File: src/hw/rtl/swcs_pkg.sv
// swcs_pkg: shared types and codes for the stop-and-wait command sender
// no dependencies; imported by every module of the block
`default_nettype none

package swcs_pkg;

  typedef enum logic [1:0] {
    ACT_ENQUEUE = 2'd0,
    ACT_ACK     = 2'd1,
    ACT_TICK    = 2'd2,
    ACT_CLOSE   = 2'd3
  } action_t;

  typedef enum logic [2:0] {
    EV_SEND    = 3'd0,
    EV_ACKED   = 3'd1,
    EV_GAVE_UP = 3'd2,
    EV_RETRY   = 3'd3,
    EV_DROPPED = 3'd4
  } event_t;

  // configuration register indexes
  localparam int CFG_IDX_W = 2;
  localparam logic [CFG_IDX_W-1:0] REG_TIMEOUT      = 2'd0;
  localparam logic [CFG_IDX_W-1:0] REG_MAX_ATTEMPTS = 2'd1;

  localparam logic [15:0] TIMEOUT_RESET      = 16'd500;
  localparam logic [3:0]  MAX_ATTEMPTS_RESET = 4'd3;

  // small queues on either side of the engine
  localparam int INQ_DEPTH  = 2;
  localparam int RESQ_DEPTH = 4;

  typedef enum logic {
    PH_FIRST  = 1'b0,
    PH_SECOND = 1'b1
  } phase_t;

  typedef struct packed {
    action_t    action;
    logic [7:0] cmd;
    logic [7:0] param;
  } item_t;

  typedef struct packed {
    logic  valid;
    item_t item;
  } item_slot_t;

  typedef struct packed {
    event_t     ev;
    logic [7:0] cmd;
    logic [7:0] param;
    logic [3:0] attempt;
    logic [4:0] pending;
    logic       last;
  } result_t;

  typedef struct packed {
    logic    push;
    result_t res;
  } res_push_t;

  typedef struct packed {
    logic [15:0] timeout_ticks;
    logic [3:0]  max_attempts;
  } cfg_t;

endpackage

`default_nettype wire

File: src/hw/rtl/stop_wait_command_sender.sv
// stop_wait_command_sender: top level, configuration registers and wiring
// depends on swcs_pkg, swcs_front, swcs_engine, swcs_resq
//
//   channel  | handshake            | payload
//   ---------+----------------------+-------------------------------------------
//   input    | push / full          | action, cmd, param
//   result   | pop / empty          | event_res, out_cmd, out_param, attempt,
//            |                      | pending, last
//   config   | cfg_valid / cfg_ready| cfg_index, cfg_data
//
// each item passes the engine states PH_FIRST, for its event, and PH_SECOND,
// for the frame send that may follow; the engine starts no item in PH_SECOND
// results pass through the result queue and reach the ports registered
// a two-entry input queue takes items while the engine works; the engine starts an
// item only while the four-entry result queue has room for two
// rst is synchronous; both queues, the fifo pointers and the sender state clear
`default_nettype none

module stop_wait_command_sender #(
  parameter int QUEUE_DEPTH = 16
) (
  input  wire logic                          clk,
  input  wire logic                          rst,
  input  wire logic                          push,
  output logic                               full,
  input  wire logic [1:0]                    action,
  input  wire logic [7:0]                    cmd,
  input  wire logic [7:0]                    param,
  output logic                               empty,
  input  wire logic                          pop,
  output logic [2:0]                         event_res,
  output logic [7:0]                         out_cmd,
  output logic [7:0]                         out_param,
  output logic [3:0]                         attempt,
  output logic [4:0]                         pending,
  output logic                               last,
  input  wire logic                          cfg_valid,
  output logic                               cfg_ready,
  input  wire logic [swcs_pkg::CFG_IDX_W-1:0] cfg_index,
  input  wire logic [15:0]                   cfg_data
);
  import swcs_pkg::*;

  cfg_t       cfg;
  item_t      item_in;
  item_slot_t inq_head;
  logic       take;
  logic       room2;
  res_push_t  res_push;
  result_t    res_head;

  assign cfg_ready = 1'b1;

  always_ff @(posedge clk) begin
    if (rst) begin
      cfg.timeout_ticks <= TIMEOUT_RESET;
      cfg.max_attempts  <= MAX_ATTEMPTS_RESET;
    end else if (cfg_valid && cfg_ready) begin
      if (cfg_index == REG_TIMEOUT) begin
        cfg.timeout_ticks <= cfg_data;
      end else if (cfg_index == REG_MAX_ATTEMPTS) begin
        cfg.max_attempts <= cfg_data[3:0];
      end
    end
  end

  assign item_in.action = action_t'(action);
  assign item_in.cmd    = cmd;
  assign item_in.param  = param;

  swcs_front u_front (
    .clk     (clk),
    .rst     (rst),
    .push    (push),
    .full    (full),
    .item_in (item_in),
    .take    (take),
    .head    (inq_head)
  );

  swcs_engine #(
    .QUEUE_DEPTH (QUEUE_DEPTH)
  ) u_engine (
    .clk   (clk),
    .rst   (rst),
    .cfg   (cfg),
    .head  (inq_head),
    .take  (take),
    .room2 (room2),
    .res_o (res_push)
  );

  swcs_resq u_resq (
    .clk   (clk),
    .rst   (rst),
    .res_i (res_push),
    .room2 (room2),
    .pop   (pop),
    .empty (empty),
    .head  (res_head)
  );

  assign event_res = res_head.ev;
  assign out_cmd   = res_head.cmd;
  assign out_param = res_head.param;
  assign attempt   = res_head.attempt;
  assign pending   = res_head.pending;
  assign last      = res_head.last;

endmodule

`default_nettype wire

File: src/hw/rtl/swcs_front.sv
// swcs_front: input queue that takes items and holds them for the engine
// depends on swcs_pkg
`default_nettype none

module swcs_front (
  input  wire logic          clk,
  input  wire logic          rst,
  input  wire logic          push,
  output logic               full,
  input  wire swcs_pkg::item_t item_in,
  input  wire logic          take,
  output swcs_pkg::item_slot_t head
);
  import swcs_pkg::*;

  localparam int PW = (INQ_DEPTH > 1) ? $clog2(INQ_DEPTH) : 1;
  localparam int CW = $clog2(INQ_DEPTH + 1);

  item_t           slots [INQ_DEPTH];
  logic [PW-1:0]   wr_ptr;
  logic [PW-1:0]   rd_ptr;
  logic [CW-1:0]   count;
  logic            do_push;
  logic            do_pop;

  assign full    = (count == CW'(INQ_DEPTH));
  assign do_push = push && !full;
  assign do_pop  = take && (count != '0);

  assign head.valid = (count != '0);
  assign head.item  = slots[rd_ptr];

  always_ff @(posedge clk) begin
    if (rst) begin
      wr_ptr <= '0;
      rd_ptr <= '0;
      count  <= '0;
    end else begin
      if (do_push) begin
        wr_ptr <= (wr_ptr == PW'(INQ_DEPTH - 1)) ? '0 : wr_ptr + 1'b1;
      end
      if (do_pop) begin
        rd_ptr <= (rd_ptr == PW'(INQ_DEPTH - 1)) ? '0 : rd_ptr + 1'b1;
      end
      unique case ({do_push, do_pop})
        2'b10:   count <= count + 1'b1;
        2'b01:   count <= count - 1'b1;
        default: count <= count;
      endcase
    end
  end

  always_ff @(posedge clk) begin
    if (do_push) begin
      slots[wr_ptr] <= item_in;
    end
  end

endmodule

`default_nettype wire

File: src/hw/rtl/swcs_engine.sv
// swcs_engine: sender state, command fifo memory and retry countdown
// depends on swcs_pkg; takes items from swcs_front, feeds swcs_resq
`default_nettype none

module swcs_engine #(
  parameter int QUEUE_DEPTH = 16
) (
  input  wire logic                 clk,
  input  wire logic                 rst,
  input  wire swcs_pkg::cfg_t       cfg,
  input  wire swcs_pkg::item_slot_t head,
  output logic                      take,
  input  wire logic                 room2,
  output swcs_pkg::res_push_t       res_o
);
  import swcs_pkg::*;

  localparam int AW = (QUEUE_DEPTH > 1) ? $clog2(QUEUE_DEPTH) : 1;
  localparam int FW = $clog2(QUEUE_DEPTH + 1);
  localparam int SW = (FW + 1 > 5) ? FW + 1 : 5;

  function automatic logic [4:0] pend(input logic [FW-1:0] f, input logic a);
    logic [SW-1:0] s;
    s = SW'(f) + SW'(a);
    return s[4:0];
  endfunction

  logic [15:0]   mem [QUEUE_DEPTH];
  logic [15:0]   rd_data;

  phase_t        state, state_next;
  logic [AW-1:0] rptr, rptr_next;
  logic [AW-1:0] wptr, wptr_next;
  logic [FW-1:0] fill, fill_next;
  logic [7:0]    cur_cmd, cur_cmd_next;
  logic [7:0]    cur_param, cur_param_next;
  logic          awaiting, awaiting_next;
  logic [3:0]    retries, retries_next;
  logic [15:0]   countdown, countdown_next;
  logic          disp, disp_next;
  logic          resend, resend_next;
  logic          bypass, bypass_next;
  logic [7:0]    byp_cmd, byp_param;
  logic          start;
  logic          wr_en;
  logic          full_q;
  logic [3:0]    retries_inc;
  logic          give_up;
  logic [7:0]    disp_cmd, disp_param;

  assign start       = (state == PH_FIRST) && head.valid && room2;
  assign take        = start;
  assign full_q      = (fill >= FW'(QUEUE_DEPTH));
  assign retries_inc = retries + 4'd1;
  assign give_up     = (retries_inc >= cfg.max_attempts) || (retries_inc == 4'd0);
  assign disp_cmd    = bypass ? byp_cmd : rd_data[15:8];
  assign disp_param  = bypass ? byp_param : rd_data[7:0];

  always_comb begin
    state_next = state;
    unique case (state)
      PH_FIRST:  if (start) state_next = PH_SECOND;
      PH_SECOND: state_next = PH_FIRST;
      default:   state_next = PH_FIRST;
    endcase
  end

  always_comb begin
    rptr_next      = rptr;
    wptr_next      = wptr;
    fill_next      = fill;
    cur_cmd_next   = cur_cmd;
    cur_param_next = cur_param;
    awaiting_next  = awaiting;
    retries_next   = retries;
    countdown_next = countdown;
    disp_next      = disp;
    resend_next    = resend;
    bypass_next    = bypass;
    wr_en          = 1'b0;
    res_o          = '0;

    if (start) begin
      disp_next   = 1'b0;
      resend_next = 1'b0;
      bypass_next = 1'b0;
      unique case (head.item.action)
        ACT_ENQUEUE: begin
          if (full_q) begin
            res_o.push        = 1'b1;
            res_o.res.ev      = EV_DROPPED;
            res_o.res.cmd     = head.item.cmd;
            res_o.res.param   = head.item.param;
            res_o.res.pending = pend(fill, awaiting);
            res_o.res.last    = awaiting;
          end else begin
            wr_en       = 1'b1;
            wptr_next   = (wptr == AW'(QUEUE_DEPTH - 1)) ? '0 : wptr + 1'b1;
            fill_next   = fill + 1'b1;
            // an empty fifo hands the new command straight through
            bypass_next = (fill == '0);
          end
          disp_next = !awaiting;
        end
        ACT_ACK: begin
          if (awaiting && head.item.cmd == cur_cmd) begin
            awaiting_next     = 1'b0;
            countdown_next    = '0;
            res_o.push        = 1'b1;
            res_o.res.ev      = EV_ACKED;
            res_o.res.cmd     = head.item.cmd;
            res_o.res.param   = head.item.param;
            res_o.res.pending = pend(fill, 1'b0);
            res_o.res.last    = (fill == '0);
            disp_next         = (fill != '0);
          end
        end
        ACT_TICK: begin
          if (awaiting) begin
            if (countdown > 16'd1) begin
              countdown_next = countdown - 16'd1;
            end else begin
              countdown_next  = '0;
              retries_next    = retries_inc;
              res_o.push      = 1'b1;
              res_o.res.cmd   = cur_cmd;
              res_o.res.param = cur_param;
              if (give_up) begin
                awaiting_next     = 1'b0;
                res_o.res.ev      = EV_GAVE_UP;
                res_o.res.pending = pend(fill, 1'b0);
                res_o.res.last    = (fill == '0);
                disp_next         = (fill != '0);
              end else begin
                res_o.res.ev      = EV_RETRY;
                res_o.res.attempt = retries_inc + 4'd1;
                res_o.res.pending = pend(fill, 1'b1);
                res_o.res.last    = 1'b0;
                resend_next       = 1'b1;
              end
            end
          end
        end
        ACT_CLOSE: begin
          rptr_next      = '0;
          wptr_next      = '0;
          fill_next      = '0;
          awaiting_next  = 1'b0;
          countdown_next = '0;
        end
        default: ;
      endcase
    end else if (state == PH_SECOND) begin
      if (disp) begin
        rptr_next         = (rptr == AW'(QUEUE_DEPTH - 1)) ? '0 : rptr + 1'b1;
        fill_next         = fill - 1'b1;
        cur_cmd_next      = disp_cmd;
        cur_param_next    = disp_param;
        retries_next      = '0;
        awaiting_next     = 1'b1;
        countdown_next    = cfg.timeout_ticks;
        res_o.push        = 1'b1;
        res_o.res.ev      = EV_SEND;
        res_o.res.cmd     = disp_cmd;
        res_o.res.param   = disp_param;
        res_o.res.pending = pend(fill, 1'b0);
        res_o.res.last    = 1'b1;
      end else if (resend) begin
        countdown_next    = cfg.timeout_ticks;
        res_o.push        = 1'b1;
        res_o.res.ev      = EV_SEND;
        res_o.res.cmd     = cur_cmd;
        res_o.res.param   = cur_param;
        res_o.res.pending = pend(fill, 1'b1);
        res_o.res.last    = 1'b1;
      end
    end
  end

  always_ff @(posedge clk) begin
    if (rst) begin
      state     <= PH_FIRST;
      rptr      <= '0;
      wptr      <= '0;
      fill      <= '0;
      cur_cmd   <= '0;
      cur_param <= '0;
      awaiting  <= 1'b0;
      retries   <= '0;
      countdown <= '0;
      disp      <= 1'b0;
      resend    <= 1'b0;
      bypass    <= 1'b0;
    end else begin
      state     <= state_next;
      rptr      <= rptr_next;
      wptr      <= wptr_next;
      fill      <= fill_next;
      cur_cmd   <= cur_cmd_next;
      cur_param <= cur_param_next;
      awaiting  <= awaiting_next;
      retries   <= retries_next;
      countdown <= countdown_next;
      disp      <= disp_next;
      resend    <= resend_next;
      bypass    <= bypass_next;
    end
  end

  always_ff @(posedge clk) begin
    if (start) begin
      byp_cmd   <= head.item.cmd;
      byp_param <= head.item.param;
    end
  end

  // command fifo: one write, one PH_FIRST registered read per cycle
  always_ff @(posedge clk) begin
    if (wr_en) begin
      mem[wptr] <= {head.item.cmd, head.item.param};
    end
    if (state == PH_FIRST) begin
      rd_data <= mem[rptr];
    end
  end

endmodule

`default_nettype wire

File: src/hw/rtl/swcs_resq.sv
// swcs_resq: result queue between the engine and the result ports
// depends on swcs_pkg
`default_nettype none

module swcs_resq (
  input  wire logic                clk,
  input  wire logic                rst,
  input  wire swcs_pkg::res_push_t res_i,
  output logic                     room2,
  input  wire logic                pop,
  output logic                     empty,
  output swcs_pkg::result_t        head
);
  import swcs_pkg::*;

  localparam int PW = $clog2(RESQ_DEPTH);
  localparam int CW = $clog2(RESQ_DEPTH + 1);

  result_t       slots [RESQ_DEPTH];
  logic [PW-1:0] wr_ptr;
  logic [PW-1:0] rd_ptr;
  logic [CW-1:0] count;
  logic          do_pop;

  assign empty  = (count == '0);
  assign do_pop = pop && !empty;
  // room for both results of one item
  assign room2  = (count <= CW'(RESQ_DEPTH - 2));
  assign head   = slots[rd_ptr];

  always_ff @(posedge clk) begin
    if (rst) begin
      wr_ptr <= '0;
      rd_ptr <= '0;
      count  <= '0;
    end else begin
      if (res_i.push) begin
        wr_ptr <= (wr_ptr == PW'(RESQ_DEPTH - 1)) ? '0 : wr_ptr + 1'b1;
      end
      if (do_pop) begin
        rd_ptr <= (rd_ptr == PW'(RESQ_DEPTH - 1)) ? '0 : rd_ptr + 1'b1;
      end
      unique case ({res_i.push, do_pop})
        2'b10:   count <= count + 1'b1;
        2'b01:   count <= count - 1'b1;
        default: count <= count;
      endcase
    end
  end

  always_ff @(posedge clk) begin
    if (res_i.push) begin
      slots[wr_ptr] <= res_i.res;
    end
  end

endmodule

`default_nettype wire

File: config.mk
export PLATFORM = sky130hd
export DESIGN_NAME = stop_wait_command_sender
export DESIGN_NICKNAME = d
export VERILOG_FILES = /design/src/hw/rtl/swcs_pkg.sv /design/src/hw/rtl/stop_wait_command_sender.sv /design/src/hw/rtl/swcs_front.sv /design/src/hw/rtl/swcs_engine.sv /design/src/hw/rtl/swcs_resq.sv
export SDC_FILE = /design/constraint.sdc
export NUM_CORES = 1
export LEC_CHECK = 0
export CORE_MARGIN = 2
export CORE_UTILIZATION = 30
export CTS_BUF_LIST = sky130_fd_sc_hd__clkbuf_4
export DETAILED_ROUTE_END_ITERATION = 8
export DONT_BUFFER_PORTS = 1
export GPL_TIMING_DRIVEN = 0
export PLACE_DENSITY = 0.54
export SYNTH_ARGS = -nofsm -noshare
export SYNTH_HDL_FRONTEND = slang
export SYNTH_HIERARCHICAL = 1
export SYNTH_SLANG_ARGS = --single-unit
export TNS_END_PERCENT = 5
File: constraint.sdc
create_clock -name clk -period 11.8 [get_ports clk]
set_input_delay 0.59 -clock clk [delete_from_list [all_inputs] [get_ports clk]]
set_output_delay 0.59 -clock clk [all_outputs]
set_load 0.005 [all_outputs]
Word level (Yosys, flattened, before mapping) --
Memory sizes are Yosys's and may differ from the RTL's. A register that Yosys moved wholly into a read port is not among the register bits. Index checks and enable logic that the tools add are counted. W data, S select, Z words.
Word-level totals: flip-flop bits (word level) 101, bits in writable memories 408, input bits 41, logic and storage cells 195, memories 3
Memory list:
- u_engine.mem | words 16, bits a word 16, rd ports 1, clocked after memory_dff 1, write ports 1, line swcs_engine.sv:28 | logic [15:0] mem [QUEUE_DEPTH];
- u_resq.slots | words 4, bits a word 29, rd ports 1, clocked after memory_dff 1, write ports 1, line swcs_resq.sv:19 | result_t slots [RESQ_DEPTH];
- u_front.slots | words 2, bits a word 18, rd ports 1, clocked after memory_dff 1, write ports 1, line swcs_front.sv:19 | item_t slots [INQ_DEPTH];
Cells by class: add/subtract/negate cells 17, order comparisons 4, eq/ne operators 24, mux-type cells 89, bitwise operators 3, reductions and logical operators 33
Operators by type and width (count):
- $mux W20 | 6
- $mux W16 | 7
- $mux W4 | 16
- $mux W30 | 2
- $pmux W20 S3 | 1
- $pmux W16 S3 | 1
- $mux W6 | 7
- $mux W1 | 31
- $mux W5 | 4
- $pmux W6 S3 | 1
- $add A4 B1 Y4 const B | 4
- $gt A16 B1 Y1 const B | 1
- $mux W8 | 2
- $sub A16 B1 Y16 const B | 1
- $eq A2 B2 Y1 const B | 7
- $reduce_and A3 Y1 | 4
- $reduce_bool A2 Y1 | 6
- $add A5 B1 Y5 const B | 2
- $pmux W5 S2 | 1
- $reduce_and A5 Y1 | 2
- $eq A2 B1 Y1 const B | 4
- $eq A4 B4 Y1 const B | 2
- $eq A8 B8 Y1 | 1
- $mux W2 | 4
- 33 further kinds | 53

Logic depth before layout (Yosys ltp) --
Gate-level depths: netlist (run 1).
word-level depth 10, mapped depth 16

Modules after synthesis --
Netlist (run 1), hierarchy kept.
Modules (own cells, without submodules):
- swcs_engine | instances 1, cells each 944, area each 14612.8 µm², seq. area each 9729.3 µm²
- swcs_resq | instances 1, cells each 200, area each 4650.7 µm², seq. area each 3663.5 µm²
- swcs_front | instances 1, cells each 82, area each 1520.2 µm², seq. area each 1181.1 µm²
- stop_wait_command_sender | instances 1, cells each 90, area each 892.1 µm², seq. area each 400.4 µm²

Least setup slack after synthesis (run 1) --
Ideal clock, no wire load.
path type register to register, start point register (tool-made name), end point memory u_resq/slots[0][0] in the netlist's numbering, enable pin, library setup time 389 ps, arrival time 3516 ps, required time 11411 ps, setup slack 7896 ps, stages on the path, launching flop included 10, buffers on the path 2, path through dfxtp_1 > buf_2 > buf_2 > mux2_1 > xor2_1 > or4_1 > nor4_4 > nor3_1 > o21ai_0 > and2_1
RTL lines (line):
- end: declaration | swcs_resq.sv:19

==> results.txt, run 1 <==
----------------------------------------------------
[Layout]
  Layout overhead on the synthesized area ... 16.8%
  Layout cell share with drive strength beyond 1 ... 0.261
  Filler-free cell count of the finished design ... 2556
  Final nets ... 1576

[GRT]
  Wire length of the first global-routing pass ... 74800 um
  Number of antenna violations at the first check in global routing ... 1
  Number of global-route vias before repair ... roughly 13000
  Global route total overflow ... 0
  GRT Overall Usage ... 0.134
  Largest net degree at the start of global routing ... 30

[Setup path]
  CP max stage cell ... or4_1
  Stage delay of the slowest cell on the critical path ... 0.69 ns
  Worst EP required ... 12.65 ns
  Logic depth of the worst register-to-register path ... 15
  Highest fanout seen on the critical path ... 19
  Critical path data arrival time ... 5.88 ns
  Critical path capture point type ... flop
  Number of buffers and inverters on the critical path ... 4
  CP Launch Type ... flop
  Critical path, cell by cell ... buf_2, buf_2, mux2_1, xor2_1, or4_1, nor4_4, nor3_1, o21ai_0, inv_1, ha_1, inv_1, fa_1, xor2_1, or3_1, a21oi_1
  End of the worst register-to-register path ... u_resq/count[2]
  FF-to-FF setup slack ... between 6 and 7 ns
  Top delay family on crit path ... simple AND/OR/NAND/NOR gates
  Setup CP Type ... flop to flop

[Yosys]
  Top cells by area, synth ... edfxtp_1 61%, mux4_2 11%, dfxtp_1 8.1%, nor2_1 2.3%, mux2i_1 1.8%
  Sequential cell area fraction in the yosys report ... 0.691
  Number of distinct standard cells referenced by the synthesized netlist ... between 70 and 80
  Area share of the largest cell type after synthesis ... 0.610
  Post-synthesis instance area ... 21700 sq um
  Multiplexer share of the synthesized area ... 0.140
  Number of synthesized flops with an enable pin ... 440
  Most repeated cell in the gate-level netlist after synthesis ... edfxtp_1
  Area fraction in and, or, nand and nor cells after synthesis ... 0.0702
  Commonest cells in the netlist ... 440 x edfxtp_1, 130 x nor2_1, 108 x mux4_2
  Fraction of synthesized cell area in xor and xnor cells ... 0.00929
  Avg Synthesized Cell Area ... 16.5 sq um
  Main combinational cell family by area after synthesis ... multiplexers
  Adder-Cell Fraction of Synth Area ... 0.0142
  Yosys top cell by area ... edfxtp_1
  Yosys warning count ... 6
  Number of nets produced by synthesis ... 1381
  Async set-reset flop share out of synthesis ... 0
  Register bit total from synthesis ... around 530
  Cells after synthesis ... 1316
  Most frequently used flop master after synthesis ... edfxtp_1
  Compound-Gate Fraction of Synth Area ... 0.0544

[STA]
  Worst hold slack after final layout ... 0.132 ns
  Final setup skew ... 0.0446 ns
  Portion of the clock cycle consumed by the worst path in the final layout ... 0.426
  Total Neg Setup Slack ... 0 ns
  Fmax ... 0.199 GHz
  Max-Slew Margin vs Limit ... 0.218
  Count of final max-slew check failures ... 0
  Final WS setup ... about 6.8 ns
  Number of hold violations in the final report ... 0
  Count of endpoints failing setup in the final report ... 0
  Min Clock Period, post-route ... 5.03 ns
  Worst-Margin Slew ... 1.17 ns
  Setup repair after global routing missed its margin ... false

[Drt]
  Detailed Routing Iterations Pass 1 ... 5
  Per-cell via count in the routed design ... 4.81
  Final antenna-violating net count ... 0
  Detailed-route wire length ... 49100 um
  Initial DRC Count ... 789
  Average detailed-routed wire length per instance ... 19.2 um
  Post-route DRC ... 0
  Count of vias placed by the detailed router ... 12300

[Placed design]
  Cell count after placement ... 2282
  Post-detailed-placement half-perimeter wirelength ... 33300 um
  Total of buffers placed on input and output ports ... 0
  Setup Slack @ Placement ... slightly below 7 ns
  Routability congestion estimate ... 0.852

[Die]
  Die Width ... approximately 270 um
  Area of the die ... 74400 sq um
  Die outline height ... 273 um
  Ports placed on the boundary ... 73
  # rows ... 98
  Core footprint ... 71500 sq um
  Effective utilization at floorplan ... 0.303

[Job]
  Max-Cap Viols ... 0

[Clocking]
  Root buf cell ... clkbuf_4
  Clock latency of the later-clocked register in the worst-skew pair ... about 0.96 ns
  Clock tree from TritonCTS ... done
  Setup Fix Bufs, Post-CTS ... 0
  Number of CTS-inserted buffers ... about 140
  Buffer depth of the longest clock path ... 3
  H-tree levels ... 4
  Clock-pin slew of the registers on the worst-case setup and hold paths ... ~0.070 ns
  Count of clock tree sinks ... 528

[Worst hold path]
  Worst hold stages ... 2
  Startpoint of the most critical hold path ... rst
  Worst Hold Class ... primary input to flop
  End point of the worst hold path ... u_engine/disp

[Run status]
  Status ... finished, final reports clean

[Power and ir drop]
  Max IR drop VDD ... 0.0767 mV
  Reported leakage power ... 8.12 nW
  Areal power density over the cells ... 192 nW/um^2

----------------------------------------------------
==> state kept, by name, indices dropped and copies added, names as in the netlist, 3 cells and up, named ones only <==
register            count
u_engine/rptr           4
u_engine/byp_param      8
u_engine/mem          256
u_engine/cur_cmd        8
u_engine/cur_param      8
u_engine/retries        4
u_engine/rd_data       16
cfg                    20
u_engine/byp_cmd        8
u_engine/fill           5
u_engine/countdown     16
u_front/slots          36
u_resq/count            3
u_engine/wptr           4
u_resq/slots          116
==> routing by layer <==
metal	up-vias	global-route usage	share of wire
li1	5631	-	-
met1	6248	0.176	0.46
met2	343	0.211	0.48
met3	78	0.0342	0.045
met4	0	0.0557	0.021
met5	-	0	0
==> cell type report <==
type	count	area, sq um
multi-input cells	696	6310
inverters	25	93.8
clock inverters	35	294
repair buffers	57	628
flip-flops and latches	528	15000
well taps	950	1190
plain buffers	67	353
fillers	6873	46200
diodes	2	5.00
clock buffers	196	1470
==> worst max path at each step <==
stage / from / to / slack (ns) / depth (start not counted)
after floorplan: flop / u_resq/slots[0][0] / 7.90 / 9
after CTS: flop / u_resq/count[2] / 6.68 / 15
after global routing: flop / u_resq/count[2] / 6.42 / 15
after detailed placement: flop / u_resq/count[2] / 6.72 / 15
final: flop / u_resq/count[2] / 6.77 / 15
after global placement: flop / u_resq/slots[3][10] / 6.35 / 9
==> metrics by stage <==
stage / utilization / cell area [sq um] / power (mW)
3_5_place_dp: 0.324 / 23100 / 3.30
3_3_place_gp: 0.320 / 22900 / 3.27
2_1_floorplan: - / 21700 / 3.00
5_1_grt: 0.354 / 25300 / 5.13
6_report: 0.354 / 25300 / 4.86
4_1_cts: 0.354 / 25300 / 4.93
==> report_power, final <==
part | total [mW] | internal, mW | switching [mW] | leakage [nW]
registers | 2.33 | 2.27 | 0.0634 | 4.70
logic | 0.945 | 0.310 | 0.635 | 2.40
clock network | 1.59 | 0.856 | 0.732 | 1.03
total | 4.86 | 3.43 | 1.43 | 8.12
==> cell usage in the layout (no fill, tap or decap), types with 13 or more instances in the layout <==
| master | count |
|---|---|
| nand2b_1 | 30 |
| buf_2 | 13 |
| dlygate4sd3_1 | 41 |
| clkbuf_4 | 196 |
| edfxtp_1 | 440 |
| clkinv_1 | 19 |
| ha_1 | 23 |
| nor2_1 | 118 |
| clkbuf_1 | 40 |
| o21ai_0 | 31 |
| mux2i_1 | 38 |
| inv_1 | 23 |
| nand2_1 | 39 |
| xor2_1 | 13 |
| dfxtp_1 | 88 |
| nor3_1 | 20 |
| a21oi_1 | 69 |
| mux4_2 | 108 |
==> what timing repair did <==
action                    4_1_cts  5_1_grt
hold buffers                   41        0
hold endpoints to repair       70        0
resized for setup               0        0
==> cell families (layout without fill, tap and decap cells) <==
family / after synthesis / in the layout
flip-flops: 528 / 528
other: 1 / 3
XOR/XNOR: 23 / 23
multiplexers: 165 / 165
buffers and inverters: 92 / 380
adder cells (fa/ha/maj): 24 / 24
AND/OR/NAND/NOR: 303 / 303
AO/OA/AOI/OAI: 180 / 180
No activity file was read; power rests on OpenSTA's default activity.
==> run 2: changes to the inputs <==
ABC_AREA = 1   (was not set)
clock period = 5.2 ns   (was 11.8 ns; I/O delays follow)
==> results.txt, run 2 <==
----------------------------------------------------
[Setup path]
  CP Launch Type ... flop
  Setup CP Type ... flop to flop
  Number of buffers and inverters on the critical path ... 4 (unchanged)
  CP max stage cell ... inv_1
  Stage delay of the slowest cell on the critical path ... 0.95 ns (+0.26 ns)
  Worst EP required ... 5.68 ns (-6.97 ns)
  Logic depth of the worst register-to-register path ... 15 (unchanged)
  Top delay family on crit path ... buffers and inverters
  Critical path, cell by cell ... buf_6, mux2_2, inv_1, nand2_1, nand2_1, nor2_1, nand2_1, nor2_2, nand3_2, nand2_2, buf_4, o21ai_0, nand2_1, nand2_1, inv_1
  Highest fanout seen on the critical path ... 29 (+10)
  Path length in cells of the critical path ... 15 (unchanged)
  Critical path capture point type ... flop
  Critical path data arrival time ... 4.55 ns (-1.33 ns)
  Cell repeated most along the worst path ... nand2_1

[Clocking]
  Clock-pin slew of the registers on the worst-case setup and hold paths ... 0.07 ns (about the same)
  Root buf cell ... clkbuf_4
  Clock tree from TritonCTS ... done
  Count of clock tree sinks ... 528 (unchanged)
  Clock latency of the later-clocked register in the worst-skew pair ... 0.93 ns (-0.03 ns)
  H-tree levels ... 4 (unchanged)
  Resize count post-CTS ... 0 (unchanged)
  Buffer depth of the longest clock path ... 3 (unchanged)
  Number of CTS-inserted buffers ... 135 (-0.74%)

[GRT]
  Global route total overflow ... 0 (unchanged)
  GRT Overall Usage ... 0.159 (+0.0248)
  Wire length of the first global-routing pass ... 93300 um (+25%)
  Number of antenna violations at the first check in global routing ... 6 (+5)
  Largest net degree at the start of global routing ... 30 (unchanged)
  Number of global-route vias before repair ... 15800 (+25%)

[STA]
  Total Neg Setup Slack ... 0 ns (unchanged)
  Max-Slew Margin vs Limit ... 0.113 (-0.106)
  Worst-Margin Slew ... 1.33 ns (+0.157 ns)
  Count of final max-slew check failures ... 0 (unchanged)
  Setup repair after global routing missed its margin ... false
  Number of hold violations in the final report ... 0 (unchanged)
  Portion of the clock cycle consumed by the worst path in the final layout ... 0.782 (+0.356)
  Count of endpoints failing setup in the final report ... 0 (unchanged)
  Fmax ... 0.246 GHz (+24%)
  Final setup skew ... 0.0855 ns (+0.0409 ns)
  Min Clock Period, post-route ... 4.07 ns (-0.960 ns)
  Final WS setup ... 1.13 ns (-5.64 ns)

[Die]
  Area of the die ... 78200 sq um (+5.0%)
  Ports placed on the boundary ... 73 (unchanged)
  # rows ... 101 (+3.1%)
  Effective utilization at floorplan ... 0.301 (-0.00175)
  Die outline height ... 280 um (+2.5%)
  Core footprint ... 75600 sq um (+5.7%)
  Die Width ... 280 um (+2.5%)

[Layout]
  Layout cell share with drive strength beyond 1 ... 0.178 (-0.0833)
  Largest Register ... u_engine/mem
  Core occupancy in the finished layout ... 0.357 (+0.00291)
  Most frequent standard cell in the layout excluding fill and tap cells ... edfxtp_1
  Layout overhead on the synthesized area ... 18.5%
  Max FFs per register ... 256 (unchanged)
  Most frequent cells in the layout ... 440 x edfxtp_1, 266 x nand2_1, 227 x nor2_1, 200 x clkbuf_4, 184 x o21ai_0
  Final nets ... 2269 (+44%)
  Filler-free cell count of the finished design ... 3288 (+29%)
  Largest registers ... u_engine/mem x256, u_resq/slots x116, u_front/slots x36

[Placed design]
  Cell count after placement ... 2956 (+30%)
  Post-detailed-placement half-perimeter wirelength ... 41900 um (+26%)
  Routability congestion estimate ... 0.880 (+3.3%)
  Setup Slack @ Placement ... 1.05 ns (-5.67 ns)
  Total of buffers placed on input and output ports ... 0 (unchanged)

[Yosys]
  Most frequently used flop master after synthesis ... edfxtp_1
  Post-synthesis instance area ... 22800 sq um (+5.1%)
  Cells after synthesis ... 1964 (+49%)
  Most repeated cell in the gate-level netlist after synthesis ... edfxtp_1
  Number of synthesized flops with an enable pin ... 440 (unchanged)
  Number of distinct standard cells referenced by the synthesized netlist ... 55 (-26%)
  Sequential cell area fraction in the yosys report ... 0.657 (-0.0335)
  Async set-reset flop share out of synthesis ... 0 (unchanged)
  Yosys top cell by area ... edfxtp_1
  Number of nets produced by synthesis ... 2029 (+47%)
  Area share of the largest cell type after synthesis ... 0.580 (-0.0296)
  Top cells by area, synth ... edfxtp_1 58%, dfxtp_1 7.7%, nand2_1 4.4%, o21ai_0 4.0%, nor2_1 4.0%
  Commonest cells in the netlist ... 440 x edfxtp_1, 266 x nand2_1, 244 x nor2_1
  Avg Synthesized Cell Area ... 11.6 sq um (-30%)
  Yosys warning count ... 6 (unchanged)
  Register bit total from synthesis ... 528 (unchanged)

[Drt]
  Detailed-route wire length ... 62600 um (+28%)
  Detailed Routing Iterations Pass 1 ... 5 (unchanged)
  Post-route DRC ... 0 (unchanged)
  Per-cell via count in the routed design ... 4.90 (+1.9%)
  Initial DRC Count ... 1063 (+35%)
  Count of vias placed by the detailed router ... 16100 (+31%)
  Final antenna-violating net count ... 0 (unchanged)
  Average detailed-routed wire length per instance ... 19.0 um (-0.84%)

[Job]
  Max-Cap Viols ... 0 (unchanged)

[Power and ir drop]
  Reported leakage power ... 9.48 nW (+17%)
  Max IR drop VDD ... 0.174 mV (+130%)
  Areal power density over the cells ... 460 nW/um^2 (+140%)

[Worst hold path]
  Worst hold stages ... 5 (+3)
  Worst Hold Class ... primary input to flop
  Startpoint of the most critical hold path ... push

[Run status]
  Status ... finished, final reports clean

----------------------------------------------------
run 2: worst reg2reg max path: cells and delay by family, from the launching register on:
| family | cells | cell delay (ns) |
|---|---|---|
| buf+inv | 4 | 1.41 |
| simple gates | 9 | 1.15 |
| mux | 1 | 0.62 |
| flops | 1 | 0.31 |
| compound gates | 1 | 0.09 |
run 2: worst paths after layout:
| kind | slack, ns | endpoint |
|---|---|---|
| setup reg to reg | 1.13 | u_resq/slots[1][6] |
| hold reg to reg | 0.47 | u_engine/countdown[1] |
| setup / recovery | 1.13 | u_resq/slots[1][6] |
| hold / removal | 0.18 | u_front/wr_ptr |
run 2: stage by stage:
stage / hold WS (ns) / power [mW] / instance area, sq um
after floorplan: 0.332 / 7.67 / 22800
after global placement: 0.343 / 8.77 / 24000
after detailed placement: 0.347 / 8.85 / 24300
after CTS: 0.0445 / 12.6 / 26900
after global routing: 0.113 / 13.1 / 27000
final: 0.181 / 12.4 / 27000
run 2: final cells by class:
cell class	instances	area, sq um
clock buffers	200	1500
fillers	7443	48600
multi-input cells	1201	6800
repair buffers	103	1150
flip-flops and latches	528	15000
inverters	133	502
plain buffers	102	548
well taps	978	1220
diodes	6	15.0
clock inverters	37	268
run 2: layer usage:
layer	global-route usage	up-vias	wire [um]
met5	0	-	0
met4	0.0772	0	2180
met3	0.0398	125	4070
met2	0.273	564	31100
met1	0.185	7851	25200
li1	-	7576	-
run 2: repair_timing:
item | CTS | global route
hold buffers | 86 | 0
endpoints found under the hold margin | 97 | 0
buffers inserted | 0 | 0
endpoints found under the setup margin | 0 | 0
run 2: power by group:
group | switching (mW) | internal, mW | total, mW | leakage, nW
clock | 1.65 | 1.96 | 3.61 | 1.06
sequential | 0.185 | 5.21 | 5.39 | 4.65
combinational | 2.42 | 0.983 | 3.41 | 3.77
run 2: kinds of logic after synthesis:
kind of cell               after synthesis  synth area share
and+or+nand+nor                        681             0.133
DFF                                    528             0.657
AOI/OAI and AO/OA                      417             0.114
buffers and inverters                  235            0.0460
muxes                                   59            0.0286
adders and majority gates               24            0.0135
xor gates and xnor gates                19           0.00730
other                                    1          0.000165
